File: config.mk
export PLATFORM = sky130hd
export DESIGN_NAME = bilevel_rle_span_decoder
export DESIGN_NICKNAME = d
export VERILOG_FILES = /design/src/rtl/brsd_pkg.sv /design/src/rtl/bilevel_rle_span_decoder.sv
export SDC_FILE = /design/constraint.sdc
export NUM_CORES = 1
export LEC_CHECK = 0
export ABC_AREA = 1
export BUFFER_PORTS_ARGS = -buffer_cell sky130_fd_sc_hd__buf_2
export CORE_ASPECT_RATIO = 1.75
export CORE_MARGIN = 4
export CORE_UTILIZATION = 60
export DETAILED_ROUTE_END_ITERATION = 8
export GPL_TIMING_DRIVEN = 0
export HOLD_SLACK_MARGIN = 0.06
export PLACE_DENSITY = 0.91
export SYNTH_ARGS = -nofsm -noshare
export SYNTH_HDL_FRONTEND = slang
export SYNTH_SLANG_ARGS = --single-unit
File: constraint.sdc
create_clock -name i_clk -period 8.1 [get_ports i_clk]
set_clock_uncertainty 0.1 [all_clocks]
set_input_delay 0.405 -clock i_clk [delete_from_list [all_inputs] [get_ports i_clk]]
set_output_delay 0.405 -clock i_clk [all_outputs]
set_load 0.05 [all_outputs]
File: src/rtl/brsd_pkg.sv
// Shared types and constants for the bilevel run-length span decoder.
// No dependencies; imported by bilevel_rle_span_decoder and the testbench.
package brsd_pkg;

    localparam int OUT_IDX_BITS = 20;
    localparam int COLOR_BITS   = 16;
    localparam int CFG_DATA_BITS = 20;
    localparam int CFG_IDX_BITS  = 2;
    localparam int RUN_BITS      = 32;

    typedef logic [2:0] t_status;
    typedef logic [CFG_IDX_BITS-1:0] t_cfg_idx;

    localparam t_status ST_OK          = 3'd0;
    localparam t_status ST_TOO_SHORT   = 3'd1;
    localparam t_status ST_ZERO_RUN    = 3'd2;
    localparam t_status ST_OVERLONG    = 3'd3;
    localparam t_status ST_TRUNCATED   = 3'd4;
    localparam t_status ST_NOT_FILLED  = 3'd5;

    localparam t_cfg_idx CFG_FRAME_PIXELS = 2'd0;
    localparam t_cfg_idx CFG_ON_COLOR     = 2'd1;
    localparam t_cfg_idx CFG_OFF_COLOR    = 2'd2;

    // LEB128 layout
    localparam logic [7:0] VARINT_MORE = 8'h80;
    localparam logic [2:0] VARINT_LAST_GROUP = 3'd4;

    localparam logic [31:0] FRAME_PIXELS_RESET = 32'd57600;
    localparam logic [15:0] ON_COLOR_RESET     = 16'hFFFF;
    localparam logic [15:0] OFF_COLOR_RESET    = 16'h0000;

endpackage

File: src/rtl/bilevel_rle_span_decoder.sv
// Top level of the bilevel run-length span decoder: byte input register,
// single-pass span decode and result register. Depends on brsd_pkg.
//
// Decodes one compressed bilevel frame, one byte per word: a color byte
// (nonzero starts on the on color), then LEB128 run lengths of up to five
// bytes, each producing a span (start pixel, length clipped to the frame,
// RGB565 color) with the color alternating. The word flagged last closes
// the frame and carries its status (ok, too short, zero run, overlong
// varint, truncated varint, not filled), together with a span completed on
// that byte. The block takes one word per clock, except while a word with
// a result waits on a full, stalled result register; a word is loaded into
// the input register and its decode into the result register. The decode step
// is combinational: varint accumulate, clip compare and position add sit
// between the input and result registers. Words that yield no result
// (continuation bytes, ignored bytes) update state and never wait on the
// output side. Configuration must be written while the block is idle, which
// it does not enforce; frame_pixels is taken modulo 2**PIXEL_INDEX_BITS.
module bilevel_rle_span_decoder #(
    parameter int PIXEL_INDEX_BITS = 20
) (
    input  logic                                i_clk,
    input  logic                                i_rst_n,
    // configuration write port
    input  logic                                i_cfg_we,
    input  brsd_pkg::t_cfg_idx                  i_cfg_index,
    input  logic [brsd_pkg::CFG_DATA_BITS-1:0]  i_cfg_data,
    // byte input channel
    input  logic                                i_in_valid,
    output logic                                o_in_stall,
    input  logic [7:0]                          i_data_byte,
    input  logic                                i_last_byte,
    // span result channel
    output logic                                o_out_valid,
    input  logic                                i_out_stall,
    output logic                                o_span_valid,
    output logic [brsd_pkg::OUT_IDX_BITS-1:0]   o_span_start,
    output logic [brsd_pkg::OUT_IDX_BITS-1:0]   o_span_length,
    output logic [brsd_pkg::COLOR_BITS-1:0]     o_pixel_value,
    output logic                                o_frame_end,
    output brsd_pkg::t_status                   o_frame_status
);
    import brsd_pkg::*;

    localparam int PB = PIXEL_INDEX_BITS;

    // configuration registers
    logic [PB-1:0]         r_frame_pixels;
    logic [COLOR_BITS-1:0] r_on_color;
    logic [COLOR_BITS-1:0] r_off_color;
    logic [31:0]           cfg_wide;

    // input register
    logic       r_in_valid;
    logic [7:0] r_in_byte;
    logic       r_in_last;

    // frame state
    logic [PB-1:0]       r_pos,    n_pos;
    logic                r_color,  n_color;
    logic [RUN_BITS-1:0] r_acc,    n_acc;
    logic [2:0]          r_shift,  n_shift;
    logic                r_header, n_header;
    t_status             r_err,    n_err;
    logic                r_full,   n_full;

    // result register
    logic                    r_out_valid;
    logic                    r_span_valid, n_span_valid;
    logic [PB-1:0]           r_span_start, n_span_start;
    logic [PB-1:0]           r_span_len,   n_span_len;
    logic [COLOR_BITS-1:0]   r_pix,        n_pix;
    logic                    r_end;
    t_status                 r_status,     n_status;

    // decode datapath
    logic                full_now;
    logic [RUN_BITS-1:0] group_bits;
    logic [RUN_BITS-1:0] acc_or;
    logic [PB-1:0]       remain;
    logic [PB-1:0]       run_len;
    logic [PB-1:0]       pos_add;
    logic                want_result;
    logic                out_free;
    logic                process;
    logic [31:0]         start_wide;
    logic [31:0]         len_wide;

    assign cfg_wide = 32'(i_cfg_data);

    always_ff @(posedge i_clk) begin
        if (!i_rst_n) begin
            r_frame_pixels <= FRAME_PIXELS_RESET[PB-1:0];
            r_on_color     <= ON_COLOR_RESET;
            r_off_color    <= OFF_COLOR_RESET;
        end else if (i_cfg_we) begin
            case (i_cfg_index)
                CFG_FRAME_PIXELS: r_frame_pixels <= cfg_wide[PB-1:0];
                CFG_ON_COLOR:     r_on_color     <= i_cfg_data[COLOR_BITS-1:0];
                CFG_OFF_COLOR:    r_off_color    <= i_cfg_data[COLOR_BITS-1:0];
                default: begin
                    // unmapped index: drop the write
                end
            endcase
        end
    end

    // Place the 7-bit group at its LEB128 offset; the fifth group loses
    // its top three bits to the 32-bit truncation.
    always_comb begin
        case (r_shift)
            3'd0:    group_bits = {25'd0, r_in_byte[6:0]};
            3'd1:    group_bits = {18'd0, r_in_byte[6:0], 7'd0};
            3'd2:    group_bits = {11'd0, r_in_byte[6:0], 14'd0};
            3'd3:    group_bits = {4'd0, r_in_byte[6:0], 21'd0};
            default: group_bits = {r_in_byte[3:0], 28'd0};
        endcase
    end

    assign full_now = r_full || (r_pos >= r_frame_pixels);
    assign acc_or   = r_acc | group_bits;
    assign remain   = r_frame_pixels - r_pos;
    assign run_len  = (acc_or < 32'(remain)) ? acc_or[PB-1:0] : remain;
    assign pos_add  = r_pos + run_len;

    always_comb begin
        n_pos        = r_pos;
        n_color      = r_color;
        n_acc        = r_acc;
        n_shift      = r_shift;
        n_header     = r_header;
        n_err        = r_err;
        n_full       = r_full;
        n_span_valid = 1'b0;
        n_span_start = '0;
        n_span_len   = '0;
        n_pix        = '0;
        n_status     = ST_OK;

        if (!r_header) begin
            // color byte opens the frame
            n_header = 1'b1;
            n_color  = (r_in_byte != 8'd0);
            if (r_in_last) begin
                n_status = ST_TOO_SHORT;
            end
        end else if (r_err == ST_OK && !full_now) begin
            n_acc = acc_or;
            if ((r_in_byte & VARINT_MORE) != 8'd0) begin
                if (r_shift >= VARINT_LAST_GROUP) begin
                    n_err = ST_OVERLONG;
                end else if (r_in_last) begin
                    n_err = ST_TRUNCATED;
                end else begin
                    n_shift = r_shift + 3'd1;
                end
            end else if (acc_or == '0) begin
                n_err = ST_ZERO_RUN;
            end else begin
                // run complete: emit the clipped span and flip color
                n_span_valid = 1'b1;
                n_span_start = r_pos;
                n_span_len   = run_len;
                n_pix        = r_color ? r_on_color : r_off_color;
                n_pos        = pos_add;
                n_full       = r_full || (pos_add >= r_frame_pixels);
                n_color      = ~r_color;
                n_acc        = '0;
                n_shift      = 3'd0;
            end
            if (r_in_last) begin
                if (n_err != ST_OK) begin
                    n_status = n_err;
                end else if (n_full || (n_pos >= r_frame_pixels)) begin
                    n_status = ST_OK;
                end else begin
                    n_status = ST_NOT_FILLED;
                end
            end
        end else if (r_in_last) begin
            n_status = r_err;
        end
    end

    // A word without a result never waits for the output side.
    assign want_result = n_span_valid || r_in_last;
    assign out_free    = !r_out_valid || !i_out_stall;
    assign process     = r_in_valid && (out_free || !want_result);
    assign o_in_stall  = r_in_valid && !process;

    always_ff @(posedge i_clk) begin
        if (!i_rst_n) begin
            r_in_valid <= 1'b0;
        end else if (!o_in_stall) begin
            r_in_valid <= i_in_valid;
        end
    end

    always_ff @(posedge i_clk) begin
        if (i_in_valid && !o_in_stall) begin
            r_in_byte <= i_data_byte;
            r_in_last <= i_last_byte;
        end
    end

    // frame state: advance on each decoded word, clear at frame end
    always_ff @(posedge i_clk) begin
        if (!i_rst_n) begin
            r_pos    <= '0;
            r_color  <= 1'b0;
            r_acc    <= '0;
            r_shift  <= 3'd0;
            r_header <= 1'b0;
            r_err    <= ST_OK;
            r_full   <= 1'b0;
        end else if (process) begin
            if (r_in_last) begin
                r_pos    <= '0;
                r_color  <= 1'b0;
                r_acc    <= '0;
                r_shift  <= 3'd0;
                r_header <= 1'b0;
                r_err    <= ST_OK;
                r_full   <= 1'b0;
            end else begin
                r_pos    <= n_pos;
                r_color  <= n_color;
                r_acc    <= n_acc;
                r_shift  <= n_shift;
                r_header <= n_header;
                r_err    <= n_err;
                r_full   <= n_full;
            end
        end
    end

    // result register: load a new word or drop the one taken downstream
    always_ff @(posedge i_clk) begin
        if (!i_rst_n) begin
            r_out_valid <= 1'b0;
        end else if (process && want_result) begin
            r_out_valid <= 1'b1;
        end else if (!i_out_stall) begin
            r_out_valid <= 1'b0;
        end
    end

    always_ff @(posedge i_clk) begin
        if (process && want_result) begin
            r_span_valid <= n_span_valid;
            r_span_start <= n_span_start;
            r_span_len   <= n_span_len;
            r_pix        <= n_pix;
            r_end        <= r_in_last;
            r_status     <= n_status;
        end
    end

    assign start_wide     = 32'(r_span_start);
    assign len_wide       = 32'(r_span_len);
    assign o_out_valid    = r_out_valid;
    assign o_span_valid   = r_span_valid;
    assign o_span_start   = start_wide[OUT_IDX_BITS-1:0];
    assign o_span_length  = len_wide[OUT_IDX_BITS-1:0];
    assign o_pixel_value  = r_pix;
    assign o_frame_end    = r_end;
    assign o_frame_status = r_status;

    // a span that closes a frame can only come with ok or not filled
    a_span_end_status: assert property (@(posedge i_clk) disable iff (!i_rst_n)
        (r_out_valid && r_end && r_span_valid) |->
            (r_status == ST_OK || r_status == ST_NOT_FILLED))
        else $error("span closed a frame with an error status");

    // a span always covers at least one pixel
    a_span_nonzero: assert property (@(posedge i_clk) disable iff (!i_rst_n)
        (r_out_valid && r_span_valid) |-> (r_span_len != '0))
        else $error("zero-length span reported");

    // results that are not spans carry a zero payload and always close a frame
    a_empty_payload: assert property (@(posedge i_clk) disable iff (!i_rst_n)
        (r_out_valid && !r_span_valid) |->
            (r_span_start == '0 && r_span_len == '0 && r_pix == '0 && r_end))
        else $error("result without span is malformed");

    // frame state is cleared after the closing word
    a_frame_clear: assert property (@(posedge i_clk) disable iff (!i_rst_n)
        (process && r_in_last) |=> (r_pos == '0 && !r_header && r_err == ST_OK))
        else $error("frame state not cleared at frame end");

    // input side only stalls with a word held that cannot move on
    a_stall_cause: assert property (@(posedge i_clk) disable iff (!i_rst_n)
        o_in_stall |-> (r_in_valid && r_out_valid && i_out_stall))
        else $error("input stalled without a blocked result");

endmodule

=== After elaboration in Yosys (flattened, before gate mapping) ===
Cells that the tools add are included.

* Bits in registers: 185
* Input port bits: 36
* Output and inout port bits: 63
* Word-level logic and storage cells: 131

* $add $sub $neg: 3
* Order comparisons: 5
* Eq/ne operators: 11
* Multiplexer cells: 56
* Bitwise operators: 4
* Reductions and logical operators: 32

{| class="wikitable"
|+ Operators with widths
! operator !! number
|-
| $mux W20 || 8
|-
| $mux W32 || 5
|-
| $pmux W32 S4 || 1
|-
| $mux W3 || 21
|-
| $ge A20 B20 Y1 || 3
|-
| $logic_not A32 Y1 || 1
|-
| $lt A32 B20 Y1 || 1
|-
| $or A32 B32 Y32 || 1
|-
| $add A20 B20 Y20 || 1
|-
| $mux W1 || 20
|-
| $sub A20 B20 Y20 || 1
|-
| $mux W16 || 1
|-
| $ne A3 B3 Y1 const B || 4
|-
| $reduce_bool A8 Y1 || 1
|-
| $eq A3 B2 Y1 const B || 2
|-
| $logic_not A1 Y1 || 6
|-
| $logic_not A3 Y1 || 2
|-
| $logic_or A1 B1 Y1 || 6
|-
| $reduce_and A2 Y1 || 3
|-
| $logic_and A1 B1 Y1 || 5
|-
| $reduce_and A5 Y1 || 1
|-
| $reduce_and A4 Y1 || 1
|-
| $reduce_bool A2 Y1 || 2
|-
| $reduce_or A4 Y1 || 1
|-
| other kinds (11) || 13
|}

=== Depth between registers and ports, before layout ===
Gate-level depths: netlist of the first run.

* Depth in word-level cells: 18
* Mapped depth: 45
* Gate-level depth less buffers: 44

=== Least setup slack after synthesis of the first run ===
Ideal clock, no wire load.

* Kind: register -> register
* From: reg r_pos[2]
* To: reg r_status[0], in the netlist o_frame_status[0] (data pin)
* Library setup time: 254 ps
* Arrival: 5749 ps
* Data required time: 7746 ps
* Setup slack: 1997 ps
* Stages on the path, launching flop included: 37
* Buffers on the path: 1
* Period minus slack after synthesis: 6103 ps
* Path through: dfxtp_1 -> inv_1 -> ha_1 -> nand2_1 -> o21ai_0 -> a21oi_1 -> o21ai_0 -> a31oi_1 -> xor2_1 -> ha_1 -> nand2_1 -> nor2_1 -> nor4_1 -> nand2_1 -> nand2_1 -> nand2_1 -> inv_1 -> clkbuf_1 -> o21ai_0 -> ha_1 -> nand2_1 -> nor4_1 -> a21oi_1 -> o21bai_1 -> nand2_1 -> nand2_1 -> xor2_1 -> inv_1 -> ha_1 -> nand4_1 -> nor2_1 -> nand4_1 -> nand3_1 -> o21ai_0 -> nand4_1 -> o21ai_0 -> o21a_1

* Cells in the longest elaborated chain, start to end: 16
* Elaborated cells between the ends (all ways): 25
* Those cells by class: add/sub (2); order compare (4); mux (14); reduce/logical (5)

{| class="wikitable"
|+ Ends and longest elaborated chain
! element !! RTL line !! text
|-
| start: declaration || bilevel_rle_span_decoder.sv:58 || <nowiki>logic [PB-1:0] r_pos, n_pos;</nowiki>
|-
| start signal: assignment || bilevel_rle_span_decoder.sv:225 || <nowiki>r_pos <= n_pos;</nowiki>
|-
| $sub A20 B20 Y20 * || bilevel_rle_span_decoder.sv:121 || <nowiki>assign remain = r_frame_pixels - r_pos;</nowiki>
|-
| $lt A32 B20 Y1 || bilevel_rle_span_decoder.sv:122 || <nowiki>assign run_len = (acc_or < 32'(remain)) ? acc_or[PB-1:0] : remain;</nowiki>
|-
| $mux W20 * || bilevel_rle_span_decoder.sv:122 ||
|-
| via run_len[3] || bilevel_rle_span_decoder.sv:80 || <nowiki>logic [PB-1:0] run_len;</nowiki>
|-
| $add A20 B20 Y20 * || bilevel_rle_span_decoder.sv:123 || <nowiki>assign pos_add = r_pos + run_len;</nowiki>
|-
| $ge A20 B20 Y1 || bilevel_rle_span_decoder.sv:165 || <nowiki>n_full = r_full || (pos_add >= r_frame_pixels);</nowiki>
|-
| $logic_or A1 B1 Y1 || bilevel_rle_span_decoder.sv:165 ||
|-
| $mux W1 || bilevel_rle_span_decoder.sv:156 || <nowiki>end else if (acc_or == '0) begin</nowiki>
|-
| [... 2 more ...] || n/a ||
|-
| $mux W1 || bilevel_rle_span_decoder.sv:139 || <nowiki>if (!r_header) begin</nowiki>
|-
| $logic_or A1 B1 Y1 * || bilevel_rle_span_decoder.sv:173 || <nowiki>end else if (n_full || (n_pos >= r_frame_pixels)) begin</nowiki>
|-
| $mux W3 * || bilevel_rle_span_decoder.sv:173 ||
|-
| $mux W3 * || bilevel_rle_span_decoder.sv:171 || <nowiki>if (n_err != ST_OK) begin</nowiki>
|-
| $mux W3 * || bilevel_rle_span_decoder.sv:170 || <nowiki>if (r_in_last) begin</nowiki>
|-
| $mux W3 * || bilevel_rle_span_decoder.sv:146 || <nowiki>end else if (r_err == ST_OK && !full_now) begin</nowiki>
|-
| $mux W3 * || bilevel_rle_span_decoder.sv:139 ||
|-
| via n_status[0] || bilevel_rle_span_decoder.sv:73 || <nowiki>t_status r_status, n_status;</nowiki>
|-
| end signal: assignment || bilevel_rle_span_decoder.sv:254 || <nowiki>r_status <= n_status;</nowiki>
|-
| end: declaration || bilevel_rle_span_decoder.sv:73 ||
|}

The timed path passes the listed nets; every way through them passes the cells marked *. The select of a mux whose other input is x is not followed.
A chain may end at the register's enable or synchronous reset.

=== Worst setup path in the final report of the first run ===
* From: reg r_pos[7]
* To: reg r_status[0], in the netlist o_frame_status[0] (data pin)

The elaborated chain is that of the path after synthesis.

==> results of run 1 <==
==> cell families after synthesis <==
kind of cell | count (synthesis)
simple gates | 499
compound gates | 378
buf+inv | 250
flops | 185
fa+ha+maj | 106
xor+xnor | 32
==> registers in the layout (all words and copies together) (netlist names) <==
register,cells
o_pixel_value,16
r_err,3
r_in_byte,8
r_header,1
o_span_start,20
r_frame_pixels,20
r_pos,20
r_on_color,16
o_span_valid,1
r_in_last,1
r_in_valid,1
o_out_valid,1
o_frame_end,1
r_acc,32
o_frame_status,3
r_color,1
r_shift,3
r_full,1
o_span_length,20
r_off_color,16
==> where the power goes <==
group          total (mW)  leakage (nW)  internal, mW  switching, mW
logic               0.493          3.67         0.152          0.341
clock network       0.878         0.301         0.470          0.408
registers            1.01          1.60         0.990         0.0163
==> metal layers <==
metal | vias to the layer above | global-route usage (%) | wire length, um
li1 | 5154 | - | -
met1 | 5018 | 33.7 | 12000
met2 | 542 | 57.2 | 17200
met3 | 184 | 5.03 | 2420
met4 | 0 | 31.4 | 4050
met5 | - | 0 | 0
==> how the worst max path moves through the flow <==
stage / start / to / slack [ps] / cells after the start
detailed placement: r_pos[2] / o_frame_status[2] / -30 / 38
finish: r_pos[7] / o_frame_status[0] / 430 / 36
floorplan: r_pos[2] / o_frame_status[0] / 2000 / 36
global placement: r_pos[2] / o_frame_status[0] / 20 / 37
global route: r_pos[8] / o_frame_status[0] / 8 / 35
CTS: r_pos[6] / o_frame_status[2] / 5 / 39
==> cell type report <==
type                    instances  area, um^2
plain buffers                  48         219
flip-flops and latches        185        4400
clock inverters                14         181
multi-input cells            1015        5990
clock buffers                  18         429
inverters                     202         764
well taps                     238         298
fillers                      1578        5700
repair buffers                108         601
==> repair_timing <==
action	CTS	global route
resized for setup	7	28
pin swaps	0	1
endpoints found under the setup margin	2	3
hold buffers	9	0
endpoints found under the hold margin	9	0
==> through the flow <==
| step | hold WS (ps) | util (%) | setup slack (ps) |
|---|---|---|---|
| 6_report | 112 | 69.3 | 431 |
| 5_1_grt | 132 | 69.3 | 7.68 |
| 4_1_cts | 105 | 68.9 | 5.28 |
| 3_5_place_dp | 336 | 65.1 | -30.2 |
| 3_3_place_gp | 331 | 65.1 | 20.2 |
| 2_1_floorplan | 321 | - | 2000 |
==> critical path: cells and delay by family (launching register included) <==
| kind | cells | cell delay (ps) |
|---|---|---|
| AOI/OAI and AO/OA | 9 | 2210 |
| xor gates and xnor gates | 1 | 350 |
| adders and majority gates | 4 | 1520 |
| buffers and inverters | 6 | 630 |
| DFF | 1 | 370 |
| and+or+nand+nor | 16 | 2350 |
==> cell usage in the layout (no fill, tap or decap), types with 3 or more instances in the layout <==
cell type      netlist  final
o211ai_1            20     20
xnor2_1             15     15
a211oi_1            21     21
inv_1              194    194
edfxtp_1            70     70
clkbuf_2             0      4
inv_2                5      4
nor2_1             119    119
dlygate4sd3_1        0      9
a21o_1               5      5
inv_8                0      5
clkinv_4             0      3
a21oi_1            154    152
ha_1               104    103
o21ai_1             10     14
a21oi_2             12     14
o21bai_1            15     15
clkbuf_16            0     17
nand4_1             14     14
xor2_1              17     17
o21ai_2              3     11
a31oi_1             10     10
nand2_1            277    277
clkbuf_1            34     31
buf_2                9    107
nand3_1             52     52
dfxtp_1            115    115
o211a_1              4      4
nor3_1              17     17
o21ai_0            109     97
nor4_1               8      7
==> run_results.csv, run 1 <==
group,metric,value,unit
run_status,status,"finished, final reports clean",
yosys,synth.avg_cell_area,7.80,um^2
die,die_h,190,um
min_path,hold_class,"in -> reg",
min_path,hold_depth,3,
routing,drt_iter0_markers,784,
placement,hpwlAfterDp,27900,um
cts,numClockSinks,185,
cts,numCtsBuffers,17,
layout,drive_gt1_share,12.3,%
critical_path,r2r-start,"r_pos[7]",
yosys,synth_area_leader_cell,"dfxtp_1",
global_route,overflow,0,
global_route,grt_pass1_vias,10699,
layout,instances_no_fill,1828,
yosys,synth_cells,1450,
placement,port-buffer-count,98,
pwr,leakagePower,5.57,nW
cts,clk_latency,460,ps
placement,dpl_cell_area,12100,um^2
min_path,holdCritStartpoint,"i_cfg_data[1]",
global_route,grt_max_degree,62,
cts,cts-htree-levels,4,
global_route,grt_pass1_wl,54600,um
layout,area_growth,14.0,%
yosys,synth_flop_cell,"dfxtp_1",
critical_path,startpoint_type,"flop",
timing,setup_violations,0,
critical_path,worst_r2r_endpoint,"o_frame_status[0]",
yosys,ys_ff_latch,185,
critical_path,worstPathRequired,8320,ps
die,rows,66,
critical_path,critPathArrivalTime,7890,ps
yosys,synth_area,11300,um^2
critical_path,path_max_fanout,10,
routing,routed_via_density,5.96,
yosys,synth_compound_area_share,19.6,%
timing,relSlewSlack,12.9,%
job,drv_cap,0,
global_route,antenna_found_initial,0,
yosys,synth.area.mux_share,0,%
placement,gp_congestion,1.06,
yosys,yosysUniqueCellTypes,52,
routing,num_vias,10898,
critical_path,worstSetupPathType,"reg -> reg",
critical_path,rr_worst_depth,36,
routing,drc,0,
yosys,ys_top_cells_by_area,"dfxtp_1 20%, edfxtp_1 19%, ha_1 12%, nand2_1 9.2%, a21oi_1 6.8%",
die,die-area,21200,um^2
placement,placed_cells,1786,
routing,wire_per_inst,19.5,um
cts,clkTransAtPathRegs,70,ps
layout,antennaDiodeCount,0,
yosys,synth_nets,1592,
yosys,synth_xor_xnor_area_share,2.48,%
global_route,gr-usage-all-layers,33.2,%
yosys,synth_fa_ha_area_share,11.9,%
layout,finalInstanceArea,12900,um^2
yosys,synth_top_family_by_area,"compound AO/OA/AOI/OAI gates",
pwr,ir_worst_vdd,200,uV
cts,cts_setup_buffers,0,
routing,drtPass1Iterations,5,
die,core,18600,um^2
die,ios,99,
yosys,yosys_warnings,0,
timing,finalSetupTns,0,ps
cts,clockBufferDepth,2,
yosys,synth-simple-area-share,18.5,%
yosys,ys_async_sr_fraction,0,%
yosys,seq_area_frac_synth,39.0,%
critical_path,endpoint_kind,"flop",
critical_path,cp_slowest_cell,"ha_1",
yosys,synth_edf_count,70,
yosys,synthMostInstantiatedCell,"nand2_1",
die,fp.dieW,112,um
timing,rsz0062_at_grt,"no",
routing,drt_wl_total,35600,um
cts,cts_root_buf,"clkbuf_16",
min_path,whs_endpoint,"r_on_color[1]",
timing,period_needed,7670,ps
die,start_util,60.9,%
critical_path,rrSetupSlack,430,ps
timing,hold_violations,0,
yosys,synth_top_area_share,20.4,%
timing,max_slew.worst_pin.slew,1300,ps
cts,cts_tree,"yes",
layout,finalNetCount,1719,
critical_path,max_stage_delay,500,ps
yosys,synth.top_cells.by_count,"277 x nand2_1, 194 x inv_1, 154 x a21oi_1",
routing,antenna_left,0,
pwr,p_total,2.38,mW
timing,period_share,94.7,%
timing,slew_viol_final,0,
timing,fmax,130,MHz
pwr,powerDensity,185,nW/um^2
critical_path,cpMostUsedCell,"nand2_1",
Note: power is estimated with default switching activity, not from simulation.
==> run 2: changes to the inputs <==
--- a/config.mk
+++ b/config.mk
@@ -7,7 +7,7 @@
 export LEC_CHECK = 0
 export ABC_AREA = 1
 export BUFFER_PORTS_ARGS = -buffer_cell sky130_fd_sc_hd__buf_2
-export CORE_ASPECT_RATIO = 1.75
+export CORE_ASPECT_RATIO = 1.25
 export CORE_MARGIN = 4
 export CORE_UTILIZATION = 60
 export DETAILED_ROUTE_END_ITERATION = 8
==> run_results.csv, run 2 (synthesized netlist as in run 1, its figures left out) <==
group,metric,value,unit
layout,finalInstanceArea,12900,um^2
pwr,leakagePower,5.56,nW
timing,max_slew.worst_pin.slew,968,ps
pwr,combinationalPowerShare,20.3,%
die,rows,55,
cts,cts_setup_buffers,0,
layout,final_cell_mix,"277 x nand2_1, 194 x inv_1, 154 x a21oi_1",
routing,wire_per_inst,19.3,um
die,ios,99,
critical_path,critPathArrivalTime,7810,ps
placement,placed_cells,1776,
die,core,18300,um^2
routing,drtPass1Iterations,7,
layout,mostFrequentLayoutCell,"nand2_1",
routing,routed_via_density,5.99,
run_status,status,"finished, final reports clean",
job,drv_cap,0,
timing,fmax,132,MHz
pwr,powerDensity,184,nW/um^2
cts,clk_latency,450,ps
pwr,clkPwrFrac,37.1,%
timing,hold_violations,0,
layout,antennaDiodeCount,0,
pwr,ir_worst_vdd,141,uV
critical_path,endpoint_kind,"flop",
global_route,grt_max_degree,62,
timing,period_share,93.8,%
placement,hpwlAfterDp,26700,um
layout,num-fill-cells,1431,
placement,gp_congestion,0.997,
global_route,gr-usage-all-layers,33.5,%
critical_path,worstPathRequired,8310,ps
critical_path,worstSetupPathType,"reg -> reg",
critical_path,startpoint_type,"flop",
pwr,p_switching,0.763,mW
routing,num_vias,10898,
timing,rsz0062_at_grt,"no",
cts,cts_root_buf,"clkbuf_16",
pwr,internal-power,1.60,mW
critical_path,path_max_fanout,10,
layout,finalNetCount,1719,
routing,drc,0,
cts,cts_tree,"yes",
routing,antenna_left,0,
die,start_util,61.8,%
timing,relSlewSlack,35.0,%
timing,setup_violations,0,
layout,largest-register,"r_acc",
global_route,grt_pass1_vias,10624,
layout,area_growth,13.7,%
layout,instances_no_fill,1818,
critical_path,cp_slowest_cell,"fa_1",
routing,drt_iter0_markers,1045,
die,die-area,21100,um^2
placement,dpl_cell_area,12100,um^2
pwr,power_frac_seq,42.6,%
routing,drt_wl_total,35000,um
cts,cts-htree-levels,4,
timing,slew_viol_final,0,
pwr,swShare,32.2,%
layout,final_util,70.2,%
cts,numCtsBuffers,17,
timing,period_needed,7600,ps
placement,port-buffer-count,98,
cts,clockBufferDepth,2,
layout,largest_register_ffs,32,
cts,numClockSinks,185,
die,fp.dieW,131,um
global_route,antenna_found_initial,0,
min_path,hold_class,"in -> reg",
die,die_h,161,um
global_route,overflow,0,
critical_path,max_stage_delay,430,ps
layout,drive_gt1_share,11.9,%
global_route,grt_pass1_wl,55200,um
cts,clkTransAtPathRegs,70,ps
-- run 2: final timing paths --
kind	startpoint	slack, ps	end	cells after the start
hold reg to reg	r_acc[31]	350	r_acc[31]	2
setup reg to reg	r_pos[4]	500	o_frame_status[0]	37
hold / removal	i_cfg_data[1]	110	r_on_color[1]	3
setup / recovery	r_pos[4]	500	o_frame_status[0]	37
-- run 2: worst max-delay path: cells and delay by family, from the launching register on --
kind	cells	cell delay, ps
buffers and inverters	5	710
AND/OR/NAND/NOR	11	1300
adder cells (fa/ha/maj)	5	1730
flip-flops	1	410
XOR/XNOR	2	550
AO/OA/AOI/OAI	14	2660
-- run 2: final cells by class --
| class | instances | area [um^2] | area share (%) |
|---|---|---|---|
| multi-input cells | 1015 | 5960 | 46.4 |
| flip-flops and latches | 185 | 4400 | 34.3 |
| inverters | 202 | 764 | 5.95 |
| repair buffers | 108 | 601 | 4.67 |
| clock buffers | 21 | 503 | 3.91 |
| well taps | 228 | 285 | 2.22 |
| plain buffers | 48 | 218 | 1.69 |
| clock inverters | 11 | 118 | 0.915 |
-- run 2: power groups by stage --
stage	sequential [mW]	combinational, mW	clock, mW
floorplan	1.05	0.301	0
CTS	1.01	0.465	0.874
global placement	1.03	0.442	0
global route	1.01	0.533	0.910
finish	1.01	0.481	0.878
detailed placement	1.03	0.455	0
-- run 2: what timing repair did --
item                                    4_1_cts  5_1_grt
hold buffers                                  9        0
endpoints found under the hold margin         9        0
gates resized for setup                       2       19
endpoints found under the setup margin        2        3
-- run 2: metal layers --
metal	part of all wire [%]	GRT usage [%]	routed length [um]	up-vias
met4	6.8	19.7	2390	0
met2	48	55.0	16600	575
met3	7.4	4.43	2590	138
met5	0	0	0	-
met1	38	41.5	13400	5034
li1	-	-	-	5151
-- run 2: through the flow --
stage          TNS, ps  hold slack, ps  setup slack, ps  total power [mW]
6_report             0             113              504              2.37
2_1_floorplan        0             321             2000              1.35
5_1_grt              0             140             4.69              2.45
4_1_cts              0             111              124              2.35
3_5_place_dp     -10.7             338            -10.7              1.48
3_3_place_gp         0             328             75.1              1.47
==> run 3: changes to the inputs <==
--- a/config.mk
+++ b/config.mk
@@ -13,7 +13,9 @@
 export DETAILED_ROUTE_END_ITERATION = 8
 export GPL_TIMING_DRIVEN = 0
 export HOLD_SLACK_MARGIN = 0.06
+export MAX_ROUTING_LAYER = met4
 export PLACE_DENSITY = 0.91
+export SLEW_MARGIN = 10
 export SYNTH_ARGS = -nofsm -noshare
 export SYNTH_HDL_FRONTEND = slang
 export SYNTH_SLANG_ARGS = --single-unit
==> run_results.csv, run 3 (synthesized netlist as in run 1, its figures left out) <==
group,metric,value,unit
critical_path,max_stage_delay,470,ps
cts,cts-htree-levels,4,
layout,finalNetCount,1721,
global_route,overflow,0,
timing,fmax,130,MHz
job,drv_cap,0,
global_route,antenna_found_initial,0,
critical_path,rr_worst_depth,37,
layout,largest-register,"r_acc",
layout,multi_input_area,5960,um^2
pwr,p_total,2.38,mW
layout,mostFrequentLayoutCell,"nand2_1",
global_route,grt_pass1_wl,54800,um
layout,drive_gt1_share,12.1,%
cts,numClockSinks,185,
die,rows,55,
routing,num_vias,10909,
run_status,status,"finished, final reports clean",
die,start_util,61.8,%
global_route,grt_pass1_vias,10563,
timing,max_slew.worst_pin.slew,1100,ps
routing,routed_via_density,5.99,
global_route,gr-usage-all-layers,34.4,%
cts,cts_tree,"yes",
timing,slew_viol_final,0,
layout,area_growth,13.9,%
routing,drc,0,
die,core,18300,um^2
cts,numCtsBuffers,17,
min_path,hold_class,"in -> reg",
critical_path,cp_slowest_cell,"fa_1",
min_path,holdCritStartpoint,"i_cfg_data[2]",
critical_path,critPathArrivalTime,7930,ps
routing,antenna_left,0,
layout,final_cell_mix,"277 x nand2_1, 194 x inv_1, 154 x a21oi_1",
critical_path,rrSetupSlack,380,ps
layout,instances_no_fill,1820,
global_route,grt_max_degree,62,
timing,period_needed,7720,ps
timing,period_share,95.3,%
cts,cts_root_buf,"clkbuf_16",
cts,clkTransAtPathRegs,80,ps
critical_path,path_max_fanout,10,
placement,placed_cells,1776,
placement,port-buffer-count,98,
die,ios,99,
critical_path,cp.buffers_inverters,5,
cts,clockBufferDepth,2,
critical_path,worstPathRequired,8310,ps
min_path,whs_endpoint,"r_on_color[2]",
critical_path,r2r-start,"r_pos[4]",
timing,setup_violations,0,
critical_path,endpoint_kind,"flop",
layout,num-fill-cells,1432,
timing,rsz0062_at_grt,"no",
cts,clk_latency,440,ps
pwr,ir_worst_vdd,148,uV
die,die-area,21100,um^2
critical_path,worst_r2r_endpoint,"o_frame_status[0]",
routing,drtPass1Iterations,7,
timing,relSlewSlack,26.0,%
timing,hold_violations,0,
placement,hpwlAfterDp,27100,um
critical_path,startpoint_type,"flop",
layout,largest_register_ffs,32,
layout,seq_area,4400,um^2
die,die_h,161,um
pwr,powerDensity,185,nW/um^2
critical_path,cpMostUsedCell,"nand2_1",
placement,gp_congestion,1.01,
min_path,hold_depth,3,
pwr,leakagePower,5.57,nW
routing,wire_per_inst,19.3,um
critical_path,worstSetupPathType,"reg -> reg",
layout,antennaDiodeCount,0,
routing,drt_iter0_markers,1096,
routing,drt_wl_total,35000,um
critical_path,crit_family,"compound AO/OA/AOI/OAI gates",
die,fp.dieW,131,um
timing,hold_ws,113,ps
timing,finalSetupTns,0,ps
run 3: cell count changes in the layout (fill, tap and decap cells not counted), moves of 2 or more:
cell,previous run,this run
buf_4,2,4
o21ai_0,101,98
inv_6,1,3
clkinv_8,2,4
clkbuf_16,19,17
bufinv_16,0,2
clkbuf_8,2,0
inv_8,5,3
o21ai_2,6,8
run 3: report_power, final:
part / total [mW] / internal [mW] / switching [mW]
logic: 0.482 / 0.152 / 0.330
clock network: 0.893 / 0.475 / 0.418
registers: 1.01 / 0.989 / 0.0181
total: 2.38 / 1.62 / 0.766
run 3: area by class of cell:
class / count / area share (%)
buffer: 48 / 1.70
clock buffer: 17 / 3.30
clock inverter: 15 / 1.59
inverter: 202 / 5.94
multi-input combinational: 1015 / 46.3
sequential: 185 / 34.2
tap: 228 / 2.22
timing repair buffer: 110 / 4.78
run 3: worst max path at each step:
stage / start / end / slack, ps / depth (start not counted)
2_1_floorplan: r_pos[2] / o_frame_status[0] / 2000 / 36
3_3_place_gp: r_pos[2] / o_frame_status[2] / -90 / 36
3_5_place_dp: r_pos[10] / o_frame_status[0] / -60 / 35
4_1_cts: r_pos[10] / o_frame_status[0] / 110 / 36
5_1_grt: r_pos[4] / o_frame_status[0] / 40 / 37
6_report: r_pos[4] / o_frame_status[0] / 380 / 37
run 3: timing repair:
| item | CTS | global route |
|---|---|---|
| pin swaps | 0 | 2 |
| hold buffers | 9 | 0 |
| buffers inserted | 0 | 2 |
| setup endpoints to repair | 2 | 3 |
| gates resized for setup | 3 | 24 |
| hold endpoints to repair | 9 | 0 |
run 3: worst min-delay path, cell delays in order:
cell     delay (ps)
buf_2           110
nand2_1          50
nand3_1          70
run 3: metal layers:
metal	share of wire (%)	GRT usage (%)
met5	0	-
met4	7.1	18.2
met3	6.8	4.37
met2	48	56.0
met1	38	41.2
run 3: stage by stage:
stage                     cell area, um^2  setup slack [ps]  util [%]
final                               12900               382      70.3
after global routing                12900              44.7      70.3
after CTS                           12800               109      69.9
after detailed placement            12100             -56.6      66.0
after global placement              12100             -86.4      66.0
after floorplan                     11300              2000         -
